--- src/rtl/aled_pkg.sv ---
// Shared types and constants for the addressable LED bit encoder.
// No dependencies; imported by every module of the block.
package aled_pkg;

    localparam int TICK_W  = 20;   // segment duration width
    localparam int DUR_W   = 16;   // bit timing register width
    localparam int COLOR_W = 24;   // one GRB word
    localparam int BYTE_W  = 8;
    localparam int SEG_W   = 6;    // holds a segment index up to 48

    localparam logic [SEG_W-1:0] SEG_FIRST_BIT = 6'd1;
    localparam logic [SEG_W-1:0] SEG_LAST      = 6'd48;

    localparam int ADDR_W = 5;
    localparam int DATA_W = 32;

    // Register indexes (byte address bits [4:2])
    localparam logic [2:0] REG_RESET_LOW = 3'd0;
    localparam logic [2:0] REG_ZERO_HIGH = 3'd1;
    localparam logic [2:0] REG_ZERO_LOW  = 3'd2;
    localparam logic [2:0] REG_ONE_HIGH  = 3'd3;
    localparam logic [2:0] REG_ONE_LOW   = 3'd4;

    localparam logic [TICK_W-1:0] RESET_LOW_INIT = 20'd800000;
    localparam logic [DUR_W-1:0]  ZERO_HIGH_INIT = 16'd300;
    localparam logic [DUR_W-1:0]  ZERO_LOW_INIT  = 16'd900;
    localparam logic [DUR_W-1:0]  ONE_HIGH_INIT  = 16'd600;
    localparam logic [DUR_W-1:0]  ONE_LOW_INIT   = 16'd600;

    typedef struct packed {
        logic [TICK_W-1:0] reset_low;
        logic [DUR_W-1:0]  zero_high;
        logic [DUR_W-1:0]  zero_low;
        logic [DUR_W-1:0]  one_high;
        logic [DUR_W-1:0]  one_low;
    } t_timing;

    // Queue handshake between front and back
    typedef struct packed {
        logic empty;
        logic full;
    } t_queue_status;

    typedef enum logic {
        BACK_IDLE,
        BACK_RUN
    } t_back_state;

endpackage

--- src/rtl/aled_front.sv ---
// Front end: accepts a color request and packs it into a GRB send word.
// Depends on aled_pkg; feeds aled_queue.
module aled_front
    import aled_pkg::*;
(
    input  logic               i_clk,
    input  logic               i_rst_n,
    input  logic               i_in_valid,
    output logic               o_in_stall,
    input  logic [BYTE_W-1:0]  i_red_level,
    input  logic [BYTE_W-1:0]  i_green_level,
    input  logic [BYTE_W-1:0]  i_blue_level,
    input  t_queue_status      i_queue,
    output logic               o_push,
    output logic [COLOR_W-1:0] o_word
);

    logic               r_valid;
    logic               n_valid;
    logic [COLOR_W-1:0] r_word;
    logic               accept;

    // Hold a request only while the queue cannot take it
    assign o_in_stall = r_valid & i_queue.full;
    assign accept     = i_in_valid & ~o_in_stall;
    assign o_push     = r_valid & ~i_queue.full;
    assign o_word     = r_word;

    always_comb begin
        n_valid = r_valid;
        if (accept) begin
            n_valid = 1'b1;
        end else if (o_push) begin
            n_valid = 1'b0;
        end
    end

    always_ff @(posedge i_clk) begin
        if (!i_rst_n) begin
            r_valid <= 1'b0;
        end else begin
            r_valid <= n_valid;
        end
    end

    // Order the bytes as sent: green, red, blue, MSB first
    always_ff @(posedge i_clk) begin
        if (accept) begin
            r_word <= {i_green_level, i_red_level, i_blue_level};
        end
    end

endmodule

--- src/rtl/aled_queue.sv ---
// Short FIFO of packed GRB words between front and back.
// Depends on aled_pkg.
module aled_queue
    import aled_pkg::*;
#(
    parameter int DEPTH = 2
) (
    input  logic               i_clk,
    input  logic               i_rst_n,
    input  logic               i_push,
    input  logic [COLOR_W-1:0] i_data,
    input  logic               i_pop,
    output logic [COLOR_W-1:0] o_data,
    output t_queue_status      o_status
);

    localparam int PTR_W = (DEPTH > 1) ? $clog2(DEPTH) : 1;
    localparam int CNT_W = $clog2(DEPTH + 1);
    localparam logic [PTR_W-1:0] PTR_LAST = PTR_W'(DEPTH - 1);
    localparam logic [CNT_W-1:0] CNT_FULL = CNT_W'(DEPTH);

    logic [COLOR_W-1:0] r_mem [DEPTH];
    logic [PTR_W-1:0]   r_wr_ptr;
    logic [PTR_W-1:0]   r_rd_ptr;
    logic [CNT_W-1:0]   r_count;
    logic [PTR_W-1:0]   n_wr_ptr;
    logic [PTR_W-1:0]   n_rd_ptr;
    logic [CNT_W-1:0]   n_count;

    assign o_status.empty = (r_count == '0);
    assign o_status.full  = (r_count == CNT_FULL);
    assign o_data         = r_mem[r_rd_ptr];

    always_comb begin
        n_wr_ptr = r_wr_ptr;
        n_rd_ptr = r_rd_ptr;
        n_count  = r_count;
        if (i_push) begin
            n_wr_ptr = (r_wr_ptr == PTR_LAST) ? '0 : r_wr_ptr + 1'b1;
        end
        if (i_pop) begin
            n_rd_ptr = (r_rd_ptr == PTR_LAST) ? '0 : r_rd_ptr + 1'b1;
        end
        if (i_push && !i_pop) begin
            n_count = r_count + 1'b1;
        end else if (i_pop && !i_push) begin
            n_count = r_count - 1'b1;
        end
    end

    always_ff @(posedge i_clk) begin
        if (!i_rst_n) begin
            r_wr_ptr <= '0;
            r_rd_ptr <= '0;
            r_count  <= '0;
        end else begin
            r_wr_ptr <= n_wr_ptr;
            r_rd_ptr <= n_rd_ptr;
            r_count  <= n_count;
        end
    end

    always_ff @(posedge i_clk) begin
        if (i_push) begin
            r_mem[r_wr_ptr] <= i_data;
        end
    end

    a_no_overflow : assert property (@(posedge i_clk) disable iff (!i_rst_n)
        o_status.full |-> !(i_push && !i_pop))
        else $error("queue push while full");

    a_no_underflow : assert property (@(posedge i_clk) disable iff (!i_rst_n)
        o_status.empty |-> !i_pop)
        else $error("queue pop while empty");

endmodule

--- src/rtl/aled_back.sv ---
// Back end: sequences one GRB word into 49 line segments, one per cycle while the output is not stalled.
// Depends on aled_pkg; reads from aled_queue and the timing registers.
module aled_back
    import aled_pkg::*;
(
    input  logic               i_clk,
    input  logic               i_rst_n,
    input  t_timing            i_timing,
    input  t_queue_status      i_queue,
    input  logic [COLOR_W-1:0] i_word,
    output logic               o_pop,
    output logic               o_out_valid,
    input  logic               i_out_stall,
    output logic               o_line_level,
    output logic [TICK_W-1:0]  o_segment_ticks,
    output logic               o_final_segment
);

    t_back_state        r_state;
    t_back_state        n_state;
    logic [SEG_W-1:0]   r_seg;
    logic [SEG_W-1:0]   n_seg;
    logic [COLOR_W-1:0] r_word;
    logic [COLOR_W-1:0] n_word;
    logic               r_out_valid;
    logic               n_out_valid;
    logic               r_level;
    logic               n_level;
    logic [TICK_W-1:0]  r_ticks;
    logic [TICK_W-1:0]  n_ticks;
    logic               r_final;
    logic               n_final;
    logic               advance;
    logic               bit_one;

    assign advance = ~r_out_valid | ~i_out_stall;
    assign bit_one = r_word[COLOR_W-1];

    assign o_out_valid     = r_out_valid;
    assign o_line_level    = r_level;
    assign o_segment_ticks = r_ticks;
    assign o_final_segment = r_final;

    always_comb begin
        n_state     = r_state;
        n_seg       = r_seg;
        n_word      = r_word;
        n_out_valid = r_out_valid;
        n_level     = r_level;
        n_ticks     = r_ticks;
        n_final     = r_final;
        o_pop       = 1'b0;
        case (r_state)
            BACK_IDLE: begin
                if (advance) begin
                    n_out_valid = ~i_queue.empty;
                    if (!i_queue.empty) begin
                        // start a frame with the low reset segment
                        o_pop   = 1'b1;
                        n_word  = i_word;
                        n_level = 1'b0;
                        n_ticks = i_timing.reset_low;
                        n_final = 1'b0;
                        n_seg   = SEG_FIRST_BIT;
                        n_state = BACK_RUN;
                    end
                end
            end
            BACK_RUN: begin
                if (advance) begin
                    n_out_valid = 1'b1;
                    n_seg       = r_seg + 1'b1;
                    if (r_seg[0]) begin
                        n_level = 1'b1;
                        n_final = 1'b0;
                        n_ticks = TICK_W'(bit_one ? i_timing.one_high : i_timing.zero_high);
                    end else begin
                        n_level = 1'b0;
                        n_final = (r_seg == SEG_LAST);
                        n_ticks = TICK_W'(bit_one ? i_timing.one_low : i_timing.zero_low);
                        n_word  = {r_word[COLOR_W-2:0], 1'b0};
                    end
                    if (r_seg == SEG_LAST) begin
                        n_state = BACK_IDLE;
                    end
                end
            end
            default: begin
                n_state = BACK_IDLE;
            end
        endcase
    end

    always_ff @(posedge i_clk) begin
        if (!i_rst_n) begin
            r_state     <= BACK_IDLE;
            r_out_valid <= 1'b0;
        end else begin
            r_state     <= n_state;
            r_out_valid <= n_out_valid;
        end
    end

    always_ff @(posedge i_clk) begin
        r_seg   <= n_seg;
        r_word  <= n_word;
        r_level <= n_level;
        r_ticks <= n_ticks;
        r_final <= n_final;
    end

    a_run_has_output : assert property (@(posedge i_clk) disable iff (!i_rst_n)
        r_state == BACK_RUN |-> r_out_valid)
        else $error("sequencer running with empty output register");

    a_final_is_low : assert property (@(posedge i_clk) disable iff (!i_rst_n)
        r_out_valid && r_final |-> !r_level)
        else $error("final segment must be low");

    a_final_ends_frame : assert property (@(posedge i_clk) disable iff (!i_rst_n)
        r_out_valid && r_final |-> r_state == BACK_IDLE)
        else $error("final segment while frame still running");

endmodule

--- src/rtl/addressable_led_bit_encoder_top.sv ---
// Top level of the addressable LED bit encoder: timing registers and APB port.
// Depends on aled_pkg, aled_front, aled_queue and aled_back.
//
// Each accepted color request (red, green, blue bytes) becomes one frame of
// 49 line segments on the output channel: a low reset segment, then 24 bits
// sent green, red, blue, MSB first, each bit a high segment followed by a
// low segment whose durations come from the one-bit or zero-bit timing
// registers. The last low segment carries o_final_segment. One segment
// leaves per cycle while the output is not stalled, and frames follow each
// other with no gap; the back end sequencer, which emits one segment per
// cycle, sets this rate. The front end takes the next request at once and
// parks it in a QUEUE_DEPTH-entry queue, so up to QUEUE_DEPTH + 1 requests
// can wait behind the frame on the line. Registers sit at byte addresses 0
// (reset low ticks, 20 bits), 4 (zero high), 8 (zero low), 12 (one high)
// and 16 (one low); wider write data is cut to the register width. Write
// them only while the block is idle.
module addressable_led_bit_encoder_top
    import aled_pkg::*;
#(
    parameter int QUEUE_DEPTH = 2
) (
    input  logic              i_clk,
    input  logic              i_rst_n,
    // request channel
    input  logic              i_in_valid,
    output logic              o_in_stall,
    input  logic [BYTE_W-1:0] i_red_level,
    input  logic [BYTE_W-1:0] i_green_level,
    input  logic [BYTE_W-1:0] i_blue_level,
    // segment channel
    output logic              o_out_valid,
    input  logic              i_out_stall,
    output logic              o_line_level,
    output logic [TICK_W-1:0] o_segment_ticks,
    output logic              o_final_segment,
    // configuration port
    input  logic              psel,
    input  logic              penable,
    input  logic              pwrite,
    input  logic [ADDR_W-1:0] paddr,
    input  logic [DATA_W-1:0] pwdata,
    output logic [DATA_W-1:0] prdata,
    output logic              pready
);

    t_timing            r_timing;
    t_queue_status      queue_status;
    logic [2:0]         reg_index;
    logic               cfg_write;
    logic               push;
    logic               pop;
    logic [COLOR_W-1:0] front_word;
    logic [COLOR_W-1:0] queue_word;

    // Decode the APB access; the port never inserts wait states
    assign pready    = 1'b1;
    assign reg_index = paddr[ADDR_W-1:2];
    assign cfg_write = psel & penable & pwrite;

    // Timing registers: keep only the low bits of the write data
    always_ff @(posedge i_clk) begin
        if (!i_rst_n) begin
            r_timing.reset_low <= RESET_LOW_INIT;
            r_timing.zero_high <= ZERO_HIGH_INIT;
            r_timing.zero_low  <= ZERO_LOW_INIT;
            r_timing.one_high  <= ONE_HIGH_INIT;
            r_timing.one_low   <= ONE_LOW_INIT;
        end else if (cfg_write) begin
            case (reg_index)
                REG_RESET_LOW: r_timing.reset_low <= pwdata[TICK_W-1:0];
                REG_ZERO_HIGH: r_timing.zero_high <= pwdata[DUR_W-1:0];
                REG_ZERO_LOW:  r_timing.zero_low  <= pwdata[DUR_W-1:0];
                REG_ONE_HIGH:  r_timing.one_high  <= pwdata[DUR_W-1:0];
                REG_ONE_LOW:   r_timing.one_low   <= pwdata[DUR_W-1:0];
                default: ;  // drop writes beyond the register list
            endcase
        end
    end

    // Read back the addressed register, zero elsewhere
    always_comb begin
        case (reg_index)
            REG_RESET_LOW: prdata = DATA_W'(r_timing.reset_low);
            REG_ZERO_HIGH: prdata = DATA_W'(r_timing.zero_high);
            REG_ZERO_LOW:  prdata = DATA_W'(r_timing.zero_low);
            REG_ONE_HIGH:  prdata = DATA_W'(r_timing.one_high);
            REG_ONE_LOW:   prdata = DATA_W'(r_timing.one_low);
            default:       prdata = '0;
        endcase
    end

    // Front end: take the request and pack the send word
    aled_front u_front (
        .i_clk         (i_clk),
        .i_rst_n       (i_rst_n),
        .i_in_valid    (i_in_valid),
        .o_in_stall    (o_in_stall),
        .i_red_level   (i_red_level),
        .i_green_level (i_green_level),
        .i_blue_level  (i_blue_level),
        .i_queue       (queue_status),
        .o_push        (push),
        .o_word        (front_word)
    );

    // Queue: decouple request intake from segment output
    aled_queue #(
        .DEPTH (QUEUE_DEPTH)
    ) u_queue (
        .i_clk    (i_clk),
        .i_rst_n  (i_rst_n),
        .i_push   (push),
        .i_data   (front_word),
        .i_pop    (pop),
        .o_data   (queue_word),
        .o_status (queue_status)
    );

    // Back end: emit the frame one segment per cycle while the output is not stalled
    aled_back u_back (
        .i_clk           (i_clk),
        .i_rst_n         (i_rst_n),
        .i_timing        (r_timing),
        .i_queue         (queue_status),
        .i_word          (queue_word),
        .o_pop           (pop),
        .o_out_valid     (o_out_valid),
        .i_out_stall     (i_out_stall),
        .o_line_level    (o_line_level),
        .o_segment_ticks (o_segment_ticks),
        .o_final_segment (o_final_segment)
    );

endmodule
--- config.mk ---
export PLATFORM = sky130hd
export DESIGN_NAME = addressable_led_bit_encoder_top
export DESIGN_NICKNAME = d
export VERILOG_FILES = /design/src/rtl/aled_pkg.sv /design/src/rtl/aled_front.sv /design/src/rtl/aled_queue.sv /design/src/rtl/aled_back.sv /design/src/rtl/addressable_led_bit_encoder_top.sv
export SDC_FILE = /design/constraint.sdc
export NUM_CORES = 1
export LEC_CHECK = 0
export BUFFER_PORTS_ARGS = -buffer_cell sky130_fd_sc_hd__buf_2
export CELL_PAD_IN_SITES_DETAIL_PLACEMENT = 0
export CELL_PAD_IN_SITES_GLOBAL_PLACEMENT = 2
export CORE_UTILIZATION = 39
export DETAILED_ROUTE_END_ITERATION = 8
export PLACE_DENSITY_LB_ADDON = 0.25
export SLEW_MARGIN = 0
export SYNTH_ARGS = -nofsm -noshare
export SYNTH_HDL_FRONTEND = slang
export SYNTH_SLANG_ARGS = --single-unit
export TNS_END_PERCENT = 100
--- constraint.sdc ---
create_clock -name i_clk -period 3.9 [get_ports i_clk]
set_input_delay 0.975 -clock i_clk [delete_from_list [all_inputs] [get_ports i_clk]]
set_output_delay 0.975 -clock i_clk [all_outputs]
set_load 0.01 [all_outputs]
# Word-level counts from Yosys, hierarchy flattened
# Memory sizes are Yosys's and may differ from the RTL's. A register that Yosys moved wholly into a read port is not among the register bits.
# Cells that the tools add are included.
[word_totals] memories=1 register_bits=167 out_inout_bits=57 ramBits=48
[op_classes] n_eq_ne=10 addsub=5 reduce_logical=16 muxes=44 bitwise=12
[memory_table] memory="u_queue.r_mem" depth=2 width=24 rd=1 rd_clocked_by_memory_dff=1 wr=1 line_no="aled_queue.sv:22" source="logic [COLOR_W-1:0] r_mem [DEPTH];"
[ops] op="$pmux W20 S5" count=1
[ops] op="$mux W24" count=4
[ops] op="$mux W20" count=4
[ops] op="$pmux W24 S2" count=1
[ops] op="$pmux W20 S2" count=1
[ops] op="$mux W16" count=2
[ops] op="$mux W1" count=21
[ops] op="$mux W6" count=3
[ops] op="$pmux W6 S2" count=1
[ops] op="$reduce_and A2 Y1" count=6
[ops] op="$pmux W1 S2" count=4
[ops] op="$add A6 B1 Y6 const B" count=1
[ops] op="$eq A3 B2 Y1 const B" count=2
[ops] op="$eq A6 B6 Y1 const B" count=1
[ops] op="$ne A2 B2 Y1 const B" count=3
[ops] op="$not A1 Y1" count=6
[ops] op="$and A1 B1 Y1" count=5
[ops] op="$mux W2" count=2
[ops] op="$reduce_and A4 Y1" count=1
[ops] op="$reduce_bool A2 Y1" count=2
[ops] op="$eq A3 B1 Y1 const B" count=1
[ops] op="$eq A3 B3 Y1 const B" count=1
[ops] op="$logic_not A3 Y1" count=1
[ops] op="$reduce_and A3 Y1" count=1
[ops] op="9 further kinds" count=12

# Depth between registers and ports, before layout
# Gate-level depths: netlist of run 1.
[depth] depth_word=7 depth_mapped=7

# By module
# A second synthesis of run 1 with hierarchy kept.
[unflattened] hier_cells=754 hier_area_um2=9472.8
[by_module_without_submodules] mod="addressable_led_bit_encoder_top" instances=1 area_per_inst_um2=3968.8 seq_area_each_um2=1681.6 cells_each=419
[by_module_without_submodules] mod="aled_back" instances=1 area_per_inst_um2=2782.7 seq_area_each_um2=1601.5 cells_each=209
[by_module_without_submodules] mod="aled_queue" instances=1 area_per_inst_um2=1950.6 seq_area_each_um2=1541.5 cells_each=97
[by_module_without_submodules] mod="aled_front" instances=1 area_per_inst_um2=770.7 seq_area_each_um2=740.7 cells_each=29

# Worst setup path after synthesis of run 1
# No wires, ideal clock.
[synth_path] kind="input-to-reg" startpoint="input i_out_stall" endpoint="register u_back.r_word[0], enable pin" arrival_ns=2.859 setup_ns=0.435 stages=2 path_slack_ns=0.606 required_ns=3.465 path_cell_list="and2_1 nor3_1"
[synth_between] elab_chain_cells=4
[synth_lines] element="start: declaration" line_no="addressable_led_bit_encoder_top.sv:32" source="input logic i_out_stall,"
[synth_lines] element="$not A1 Y1 *" line_no="aled_back.sv:36" source="assign advance = ~r_out_valid | ~i_out_stall;"
[synth_lines] element="$or A1 B1 Y1 *" line_no="aled_back.sv:36"
[synth_lines] element="$ne A2 B2 Y1 (no source line) or $ne A2 B1 Y1 (tied branches)"
[synth_lines] element="$reduce_and A4 Y1 (no source line) *"
[synth_lines] element="end signal: assignment" line_no="aled_back.sv:106" source="r_word <= n_word;"
[synth_lines] element="end: declaration" line_no="aled_back.sv:23" source="logic [COLOR_W-1:0] r_word;"
# Mark *: on every way between the ends. The rest lies on a longest branch, timed or not.
# A chain may end at the register's enable or synchronous reset.

# Worst setup path after layout of run 1
[layout_path] startpoint="input paddr[2]" endpoint="output prdata[15]"
[layout_between] elab_chain_cells=2
[layout_lines] element="start: declaration" line_no="addressable_led_bit_encoder_top.sv:40" source="input logic [ADDR_W-1:0] paddr,"
[layout_lines] element="$eq A3 B3 Y1 (tied with other cells)" line_no="addressable_led_bit_encoder_top.sv:82" source="case (reg_index)"
[layout_lines] element="$pmux W20 S5 *" line_no="addressable_led_bit_encoder_top.sv:82"
[layout_lines] element="end: declaration" line_no="addressable_led_bit_encoder_top.sv:42" source="output logic [DATA_W-1:0] prdata,"
# Marks and branches as above.

==> metrics.md, run 1 <==
| Metric | Value |
|---|---|
| Global Route Usage Sum | ~18% |
| HP Class | reg -> reg |
| RD Place Congestion | between 0.7 and 0.8 |
| Iter 0 DRT Violations | around 300 |
| Cells after Synth | slightly above 700 |
| Syn avg cell area | ~13 um^2 |
| Worst-path cell chain | buf_2 -> buf_4 -> nor2_1 -> and2_1 -> buf_12 -> a221o_1 -> buf_2 |
| EDFF count, synth | 124 |
| Worst setup EP type | primary output |
| Minimum clock period | approximately 3600 ps |
| Largest fanout on the critical path | 15 |
| Post_cts resized | 0 |
| CTS H-tree depth | 1 |
| Yosys top cell by area | edfxtp_1 |
| Hold-fix buffers, CTS | 0 |
| Unrepaired setup endpoints after global routing | no |
| FF-to-FF setup slack | around 1500 ps |
| Row cnt | 55 |
| Post-synth cell types | 46 |
| Io pins | ~130 |
| Final slew viol count | 0 |
| Core ar. | 0.0228 mm^2 |
| HPWL after DPL | roughly 13000 um |
| Hold Vio Cnt, Final | 0 |
| WL final | between 20000 and 25000 um |
| Die Ht | between 150 and 200 um |
| Tcrit/Tclk final | approximately nine tenths |
| Largest net degree at the start of global routing | between 70 and 80 |
| Top-area cell type share of the netlist area | approximately two fifths |
| Lkg Pwr | roughly 4.3 nW |
| CTS Buf Count | 25 |
| CP max stage delay | approximately 500 ps |
| Worst path arrival time | around 2600 ps |
| Global-route wire length before repair | approximately 33000 um |
| P&R area growth vs syn | 17.6% |
| Fillers | about 2100 |
| Critical path required time | between 2000 and 3000 ps |
| Warnings, synthesis | 0 |
| Placed Cells | roughly 1100 |
| Non-Filler Instances | between 1000 and 1500 |
| Port Buffer Count | 97 |
| Highest clock rate | roughly 280 MHz |
| Power Dens Cells | 629 mW/mm^2 |
| Clk buf depth | 3 |
| Clock sinks | about 220 |
| Critical path class | in -> out |
| Cell area after layout | approximately 0.011 mm^2 |
| Share of cells above drive strength 1 | about a quarter |
| Initial antenna violation count | 0 |
| Max VDD drop | roughly 0.00040 V |
| Clk_skew | 8.74 ps |
| DR top layer | met4 |
| TNS Setup | 0 ps |
| DIE AREA | 0.0241 mm^2 |
| Drt wl/cell | 18.6 um |
| Placement Cell Area | between 0.009 and 0.01 mm^2 |
| Max stage delay cell, worst path | nor2_1 |
| Mapped Area | around 0.0091 mm^2 |
| Met2 WL post-DR | between 9000 and 10000 um |
| Top_reg_cell synth | edfxtp_1 |
| First-pass DRT Iterations | 6 |
| Commonest non-fill, non-tap cell in the layout | edfxtp_1 |
| Inserted Diodes | 0 |
| Vias in the first global route | between 5000 and 6000 |
| Largest cells by area after synthesis | edfxtp_1 41%, dfxtp_1 20%, mux2i_1 12% |
| Starting Density | between 40 and 50% |
| Setup-failing EPs final | 0 |
| Vias post-DR | between 5000 and 6000 |
| Async S/R FF share, synth | 0% |
| Via density per instance | ~5.1 |
| CTS tree | built |
| Final WS setup | approximately 330 ps |
| Final ANT Viol Nets | 0 |
| Status | complete, no violations |
| Fin nets | 881 |
| Commonest cells after routing, fill and taps aside | 124 x edfxtp_1, 112 x mux2i_1, 111 x nand2_1 |
| # Max-Cap Violations | 0 |
| CTS root buf | clkbuf_16 |
| Actual slew at the worst max-slew pin | 1090 ps |
| Remaining global-route overflow | 0 |
| Number of setup buffers added after CTS | 0 |
| DP Worst Slack | ~350 ps |
| Seq cells post-synth | roughly 220 |
| Clock-pin slew on the worst setup and hold paths | ~60 ps |
| Slew HR | a little over a quarter |
| Die Span X | 155 um |
| WL met1 | 10200 um |
| Clock Latency Late Sink | ~520 ps |
| Setup crit start kind | primary input |
| Met3 wire length | roughly 880 um |
| Most frequent CP cell | buf_2 |
| Seq/Total Area, Yosys | between 60% and 70% |
| DRC | 0 |
## cells in the mapped netlist (all sizes together) (2+ instances only)
library cell / number
dfxtp: 92
edfxtp: 124
ha: 3
o2bb2ai: 15
clkbuf: 26
o21ai: 36
buf: 36
nand3: 9
xnor2: 2
nand2: 111
and2: 12
inv: 17
nor4b: 2
a21oi: 5
nand4b: 2
nand3b: 2
mux2: 12
a221o: 15
nand2b: 3
nor3: 4
o311ai: 2
mux4: 17
o211ai: 11
conb: 2
mux2i: 112
or3: 2
xor2: 3
nor2b: 3
nor2: 25
## state kept, by name, summed over array words and instances (netlist names), 2 cells and up, named ones only
register and cells:
u_back.r_word 24, u_front.o_word 24, r_timing 84, u_queue.r_mem 48, u_queue.r_count 2, u_back.r_seg 6, u_back.o_segment_ticks 20
## path summary, 6_finish.rpt
check | start | to | cells past startpoint
worst min-delay path | u_front.o_word[16] | u_queue.r_mem[1][16] | 0
worst max-delay path | paddr[2] | prdata[15] | 7
worst max register to register | u_back.r_seg[0] | u_back.o_segment_ticks[11] | 3
worst min register to register | u_front.o_word[16] | u_queue.r_mem[1][16] | 0
## worst max-delay path: cells and delay by family
kind / cells / cell delay, ps
AOI/OAI and AO/OA: 1 / 230
and+or+nand+nor: 2 / 770
buffers and inverters: 4 / 620
## logic make-up after synthesis
logic type               Yosys count  share of synthesized area (%)
AO/OA/AOI/OAI                     87                           6.70
AND/OR/NAND/NOR                  182                           8.97
XOR/XNOR                           5                          0.479
buffers and inverters             79                           4.60
flip-flops                       216                           60.8
multiplexers                     141                           17.9
other                              2                         0.0821
adder cells (fa/ha/maj)            3                          0.410
## power breakdown
group	total (W)	switching (W)	internal, W
clock network	0.00234	0.000903	0.00144
registers	0.00322	0.000251	0.00297
logic	0.00121	0.000744	0.000465
total	0.00677	0.00190	0.00487
## through the flow
step           hold WS, ps  power [W]  util (%)
2_1_floorplan          421    0.00401         -
3_3_place_gp           424    0.00447      43.4
3_5_place_dp           434    0.00450      43.4
4_1_cts                448    0.00686      47.1
5_1_grt                456    0.00710      47.1
6_report               445    0.00677      47.1
## per-layer routing
layer	track usage [%]	up-vias
met5	0	-
met4	5.23	0
met3	2.56	44
met2	28.7	156
met1	24.9	2839
li1	-	2776
## final cells by class
cell class	instances	area, um^2	share of cell area (%)
repair buffers	119	676	6.28
multi-input cells	431	3230	30.0
well taps	313	392	3.64
flip-flops and latches	216	5570	51.8
clock buffers	34	689	6.41
inverters	17	63.8	0.593
clock inverters	12	141	1.31
Power figures use the tool's default switching activity.
==> run 2: changes to the inputs <==
Settings changed: CORE_ASPECT_RATIO set to 1.5.
Clock period 3.9 ns to 3.93 ns, I/O delays scaled along.
==> metrics.md, run 2 (synthesized netlist as in run 1, its figures left out) <==
| Metric | Value |
|---|---|
| Lkg Pwr | 4.26 nW (was 4.28 nW) |
| CTS root buf | clkbuf_16 (unchanged) |
| Clk buf depth | 3 (unchanged) |
| P&R area growth vs syn | 17.1% (was 17.6%) |
| # Max-Cap Violations | 0 (unchanged) |
| Hold Vio Cnt, Final | 0 (unchanged) |
| DRC | 0 (unchanged) |
| Drt wl/cell | 17.8 um (was 18.6 um) |
| DIE AREA | 0.0241 mm^2 (about the same) |
| Share of cells above drive strength 1 | 23.9% (was 23.8%) |
| Worst-path cell chain | buf_2 -> nor2_1 -> and2_1 -> buf_12 -> a221o_1 -> buf_2 (was buf_2 -> buf_4 -> nor2_1 -> and2_1 -> buf_12 -> a221o_1 -> buf_2) |
| Vias post-DR | 5751 (was 5815) |
| Final slew viol count | 0 (unchanged) |
| Via density per instance | 5.04 (was 5.09) |
| Port Buffer Count | 97 (unchanged) |
| Largest register FFs | 84 (unchanged) |
| CP max stage delay | 540 ps (was 500 ps) |
| Largest fanout on the critical path | 12 (was 15) |
| Hold-fix buffers, CTS | 0 (unchanged) |
| Most frequent CP cell | buf_2 (unchanged) |
| Initial antenna violation count | 0 (unchanged) |
| Number of setup buffers added after CTS | 0 (unchanged) |
| Unrepaired setup endpoints after global routing | no (unchanged) |
| WL final | 20300 um (was 21200 um) |
| HPWL after DPL | 13100 um (was 13000 um) |
| Commonest non-fill, non-tap cell in the layout | edfxtp_1 (unchanged) |
| Critical path class | in -> out (unchanged) |
| Worst setup EP type | primary output (unchanged) |
| Slew HR | 19.0% (was 27.4%) |
| Final ANT Viol Nets | 0 (unchanged) |
| Starting Density | 39.7% (was 40.0%) |
| Biggest register | r_timing (unchanged) |
| Io pins | 125 (unchanged) |
| Max stage delay cell, worst path | nor2_1 (unchanged) |
| Tcrit/Tclk final | a little over 90% |
| TNS Setup | 0 ps (unchanged) |
| Row cnt | 68 (was 55) |
| Biggest regs | r_timing x84, u_queue.r_mem x48 (unchanged) |
| Clock sinks | 216 (unchanged) |
| CTS Buf Count | 23 (was 25) |
| Actual slew at the worst max-slew pin | 1220 ps (was 1090 ps) |
| Placed Cells | 1099 (was 1096) |
| Die Ht | 190 um (was 155 um) |
| Clk_skew | 7.84 ps (was 8.74 ps) |
| Core ar. | 0.0231 mm^2 (was 0.0228 mm^2) |
| Setup-failing EPs final | 0 (unchanged) |
| Commonest cells after routing, fill and taps aside | 124 x edfxtp_1, 112 x mux2i_1, 111 x nand2_1 (unchanged) |
| Fin nets | 880 (was 881) |
| Hold_ws | 445 ps (about the same) |
| Global-route wire length before repair | 32000 um (was 32700 um) |
| Highest clock rate | ~280 MHz |
| Remaining global-route overflow | 0 (unchanged) |
| Minimum clock period | 3600 ps |
| Status | complete, no violations (unchanged) |
| Critical path required time | 2950 ps (was 2920 ps) |
| Non-Filler Instances | 1140 (was 1142) |
| Final cell utilization of the core | 46.4% (was 47.1%) |
| Vias in the first global route | 5984 (was 5841) |
| CTS tree | built (unchanged) |
| Global Route Usage Sum | 17.1% (was 17.8%) |
| Clock Latency Late Sink | 500 ps (was 520 ps) |
| RD Place Congestion | 0.762 (was 0.766) |
| Power Dens Cells | 618 mW/mm^2 (was 629 mW/mm^2) |
| Die Span X | 127 um (was 155 um) |
| Setup crit start kind | primary input (unchanged) |
| Iter 0 DRT Violations | 279 (was 308) |
| Clock-pin slew on the worst setup and hold paths | 60 ps (about the same) |
| Total power | 0.00661 W (was 0.00677 W) |
| Post_cts resized | 0 (unchanged) |
| First-pass DRT Iterations | 4 (was 6) |
| HP Class | reg -> reg (unchanged) |
| CTS H-tree depth | 1 (unchanged) |
| Largest net degree at the start of global routing | 66 (was 75) |
| Max VDD drop | 0.000409 V (was 0.000396 V) |
| Inserted Diodes | 0 (unchanged) |
| Worst path arrival time | 2620 ps (was 2600 ps) |
==> run 2: final cells by class <==
cell class | instances | area, um^2
clock buffer | 23 | 576
clock inverter | 18 | 196
fill | 2092 | 12300
inverter | 17 | 63.8
multi-input combinational | 431 | 3230
sequential | 216 | 5570
tap | 315 | 394
timing repair buffer | 120 | 683
==> run 2: critical path: cells and delay by family <==
family	cells	cell delay, ps
AND/OR/NAND/NOR	2	920
buffers and inverters	3	520
AO/OA/AOI/OAI	1	190
==> run 2: path summary, 6_finish.rpt <==
kind | start | end | slack [ps] | cells after the start
max | paddr[2] | prdata[15] | 330 | 6
min | u_front.o_word[17] | u_queue.r_mem[0][17] | 440 | 0
max reg2reg | u_back.r_state | u_back.r_word[17] | 1730 | 4
min reg2reg | u_front.o_word[17] | u_queue.r_mem[0][17] | 440 | 0
==> run 2: report_power, final <==
group	switching [W]	internal (W)	total [W]	leakage, nW
sequential	0.000226	0.00295	0.00317	1.92
clock	0.000883	0.00133	0.00222	0.376
combinational	0.000749	0.000477	0.00123	1.96
==> run 2: through the flow <==
| stage | setup WS, ps | instance area (um^2) |
|---|---|---|
| global route | 236 | 10700 |
| finish | 326 | 10700 |
| CTS | 264 | 10700 |
| global placement | 290 | 9940 |
| detailed placement | 283 | 9940 |
| floorplan | 628 | 9190 |
==> run 2: layer usage <==
layer	GRT usage, %	share of wire [%]
met4	4.99	2.3
met2	31.1	51
met3	2.47	3.7
met5	0	0
met1	20.9	43
==> run 3: changes to the inputs <==
Settings changed: CAP_MARGIN set to 20, CORE_MARGIN set to 2.
==> metrics.md, run 3 (synthesized netlist as in run 1, its figures left out) <==
| Metric | Value |
|---|---|
| Hold_ws | 439 ps (was 445 ps) |
| Remaining global-route overflow | 0 (unchanged) |
| DR top layer | met4 (unchanged) |
| Unrepaired setup endpoints after global routing | no (unchanged) |
| RD Place Congestion | 0.755 (was 0.762) |
| WL final | 19900 um (was 20300 um) |
| CTS Buf Count | 22 (was 23) |
| First-pass DRT Iterations | 4 (unchanged) |
| CTS root buf | clkbuf_16 (unchanged) |
| Status | complete, no violations (unchanged) |
| CTS tree | built (unchanged) |
| Setup-failing EPs final | 0 (unchanged) |
| Port Buffer Count | 97 (unchanged) |
| Max VDD drop | 0.000404 V (was 0.000409 V) |
| Core ar. | 0.0231 mm^2 (unchanged) |
| Met2 WL post-DR | 10600 um (was 10400 um) |
| Tcrit/Tclk final | 93.9% (was 91.7%) |
| Lkg Pwr | 4.21 nW (was 4.26 nW) |
| Met3 wire length | 881 um (was 750 um) |
| HPWL after DPL | 13300 um (was 13100 um) |
| P&R area growth vs syn | 16.0% (was 17.1%) |
| Worst path arrival time | 2710 ps (was 2620 ps) |
| Via density per instance | 5.06 (was 5.04) |
| Io pins | 125 (unchanged) |
| Fin nets | 878 (was 880) |
| Critical path required time | 2950 ps (about the same) |
| Clk buf depth | 3 (unchanged) |
| CTS H-tree depth | 1 (unchanged) |
| HP Class | reg -> reg (unchanged) |
| Critical R2R Launch | u_back.r_state (unchanged) |
| Starting Density | 39.7% (unchanged) |
| Row cnt | 68 (unchanged) |
| Final WS setup | 238 ps (was 326 ps) |
| # Max-Cap Violations | 0 (unchanged) |
| Final ANT Viol Nets | 0 (unchanged) |
| Share of cells above drive strength 1 | 22.8% (was 23.9%) |
| Initial antenna violation count | 0 (unchanged) |
| Hold Vio Cnt, Final | 0 (unchanged) |
| Largest net degree at the start of global routing | 77 (was 66) |
| Biggest register | r_timing (unchanged) |
| Power Dens Cells | 596 mW/mm^2 (was 618 mW/mm^2) |
| Clk_skew | 7.81 ps (was 7.84 ps) |
| Highest clock rate | 271 MHz (was 277 MHz) |
| Final slew viol count | 0 (unchanged) |
| Vias post-DR | 5746 (was 5751) |
| Die Span X | 129 um (was 127 um) |
| Worst reg-to-reg path cell count | 3 (was 4) |
| Drt wl/cell | 17.5 um (was 17.8 um) |
| Global-route wire length before repair | 31800 um (was 32000 um) |
| Total power | 0.00632 W (was 0.00661 W) |
| Commonest non-fill, non-tap cell in the layout | edfxtp_1 (unchanged) |
| Worst setup EP type | primary output (unchanged) |
| Critical path class | in -> out (unchanged) |
| Post_cts resized | 0 (unchanged) |
| Setup crit start kind | primary input (unchanged) |
| Clock-pin slew on the worst setup and hold paths | 60 ps (about the same) |
| Slew HR | 31.8% (was 19.0%) |
| Iter 0 DRT Violations | 318 (was 279) |
| TNS Setup | 0 ps (unchanged) |
| Hold path startpoint | u_front.o_word[12] (was u_front.o_word[17]) |
| DP Worst Slack | 200 ps (was 283 ps) |
| Critical path startpoint | paddr[4] (was paddr[2]) |
| Largest register FFs | 84 (unchanged) |
| Number of setup buffers added after CTS | 0 (unchanged) |
| Hold Crit Depth | 0 (unchanged) |
| Biggest regs | r_timing x84, u_queue.r_mem x48 (unchanged) |
| DIE AREA | 0.0247 mm^2 (was 0.0241 mm^2) |
| WL met1 | 7740 um (was 8730 um) |
| Global Route Usage Sum | 16.5% (was 17.1%) |
| DRC | 0 (unchanged) |
| Clock sinks | 216 (unchanged) |
| Largest fanout on the critical path | 11 (was 12) |
| Inserted Diodes | 0 (unchanged) |
| Die Ht | 192 um (was 190 um) |
| Actual slew at the worst max-slew pin | 1020 ps (was 1220 ps) |
| Clock Latency Late Sink | 500 ps (about the same) |
| Vias in the first global route | 6215 (was 5984) |
| Commonest cells after routing, fill and taps aside | 124 x edfxtp_1, 112 x mux2i_1, 111 x nand2_1 (unchanged) |
| Minimum clock period | 3690 ps (was 3600 ps) |
| Hold-fix buffers, CTS | 0 (unchanged) |
run 3: metal layers:
layer  vias to the layer above  global-route usage [%]
met1                      2799                    18.3
met2                       138                    31.3
met5                         -                       0
met4                         0                    6.27
met3                        47                    2.45
li1                       2762                       -
run 3: final timing paths:
kind                                to  slack (ps)
setup / recovery            prdata[15]         240
hold / removal    u_queue.r_mem[0][12]         440
setup reg to reg      u_back.r_word[6]        1410
hold reg to reg   u_queue.r_mem[0][12]         440
run 3: worst max-delay path, stage by stage:
cell,delay [ps]
buf_2,160
nor2_1,520
and2_1,360
buf_4,290
a221o_1,240
buf_2,150
run 3: per-stage QoR:
stage	instances	area [um^2]	util, %
2_1_floorplan	726	9190	-
3_3_place_gp	1097	9930	43.1
3_5_place_dp	1097	9930	43.1
4_1_cts	1135	10600	46.0
5_1_grt	1136	10600	46.0
6_report	1136	10600	46.0
run 3: area by class of cell:
class,count,area [um^2]
clock buffers,27,591
clock inverters,11,71.3
fillers,2154,12400
inverters,17,63.8
multi-input cells,431,3230
flip-flops and latches,216,5570
well taps,315,394
repair buffers,119,696
run 3: power by group:
part	switching, W	internal [W]
Sequential	0.000260	0.00295
Clock	0.000824	0.00112
Combinational	0.000703	0.000462
Total	0.00179	0.00453
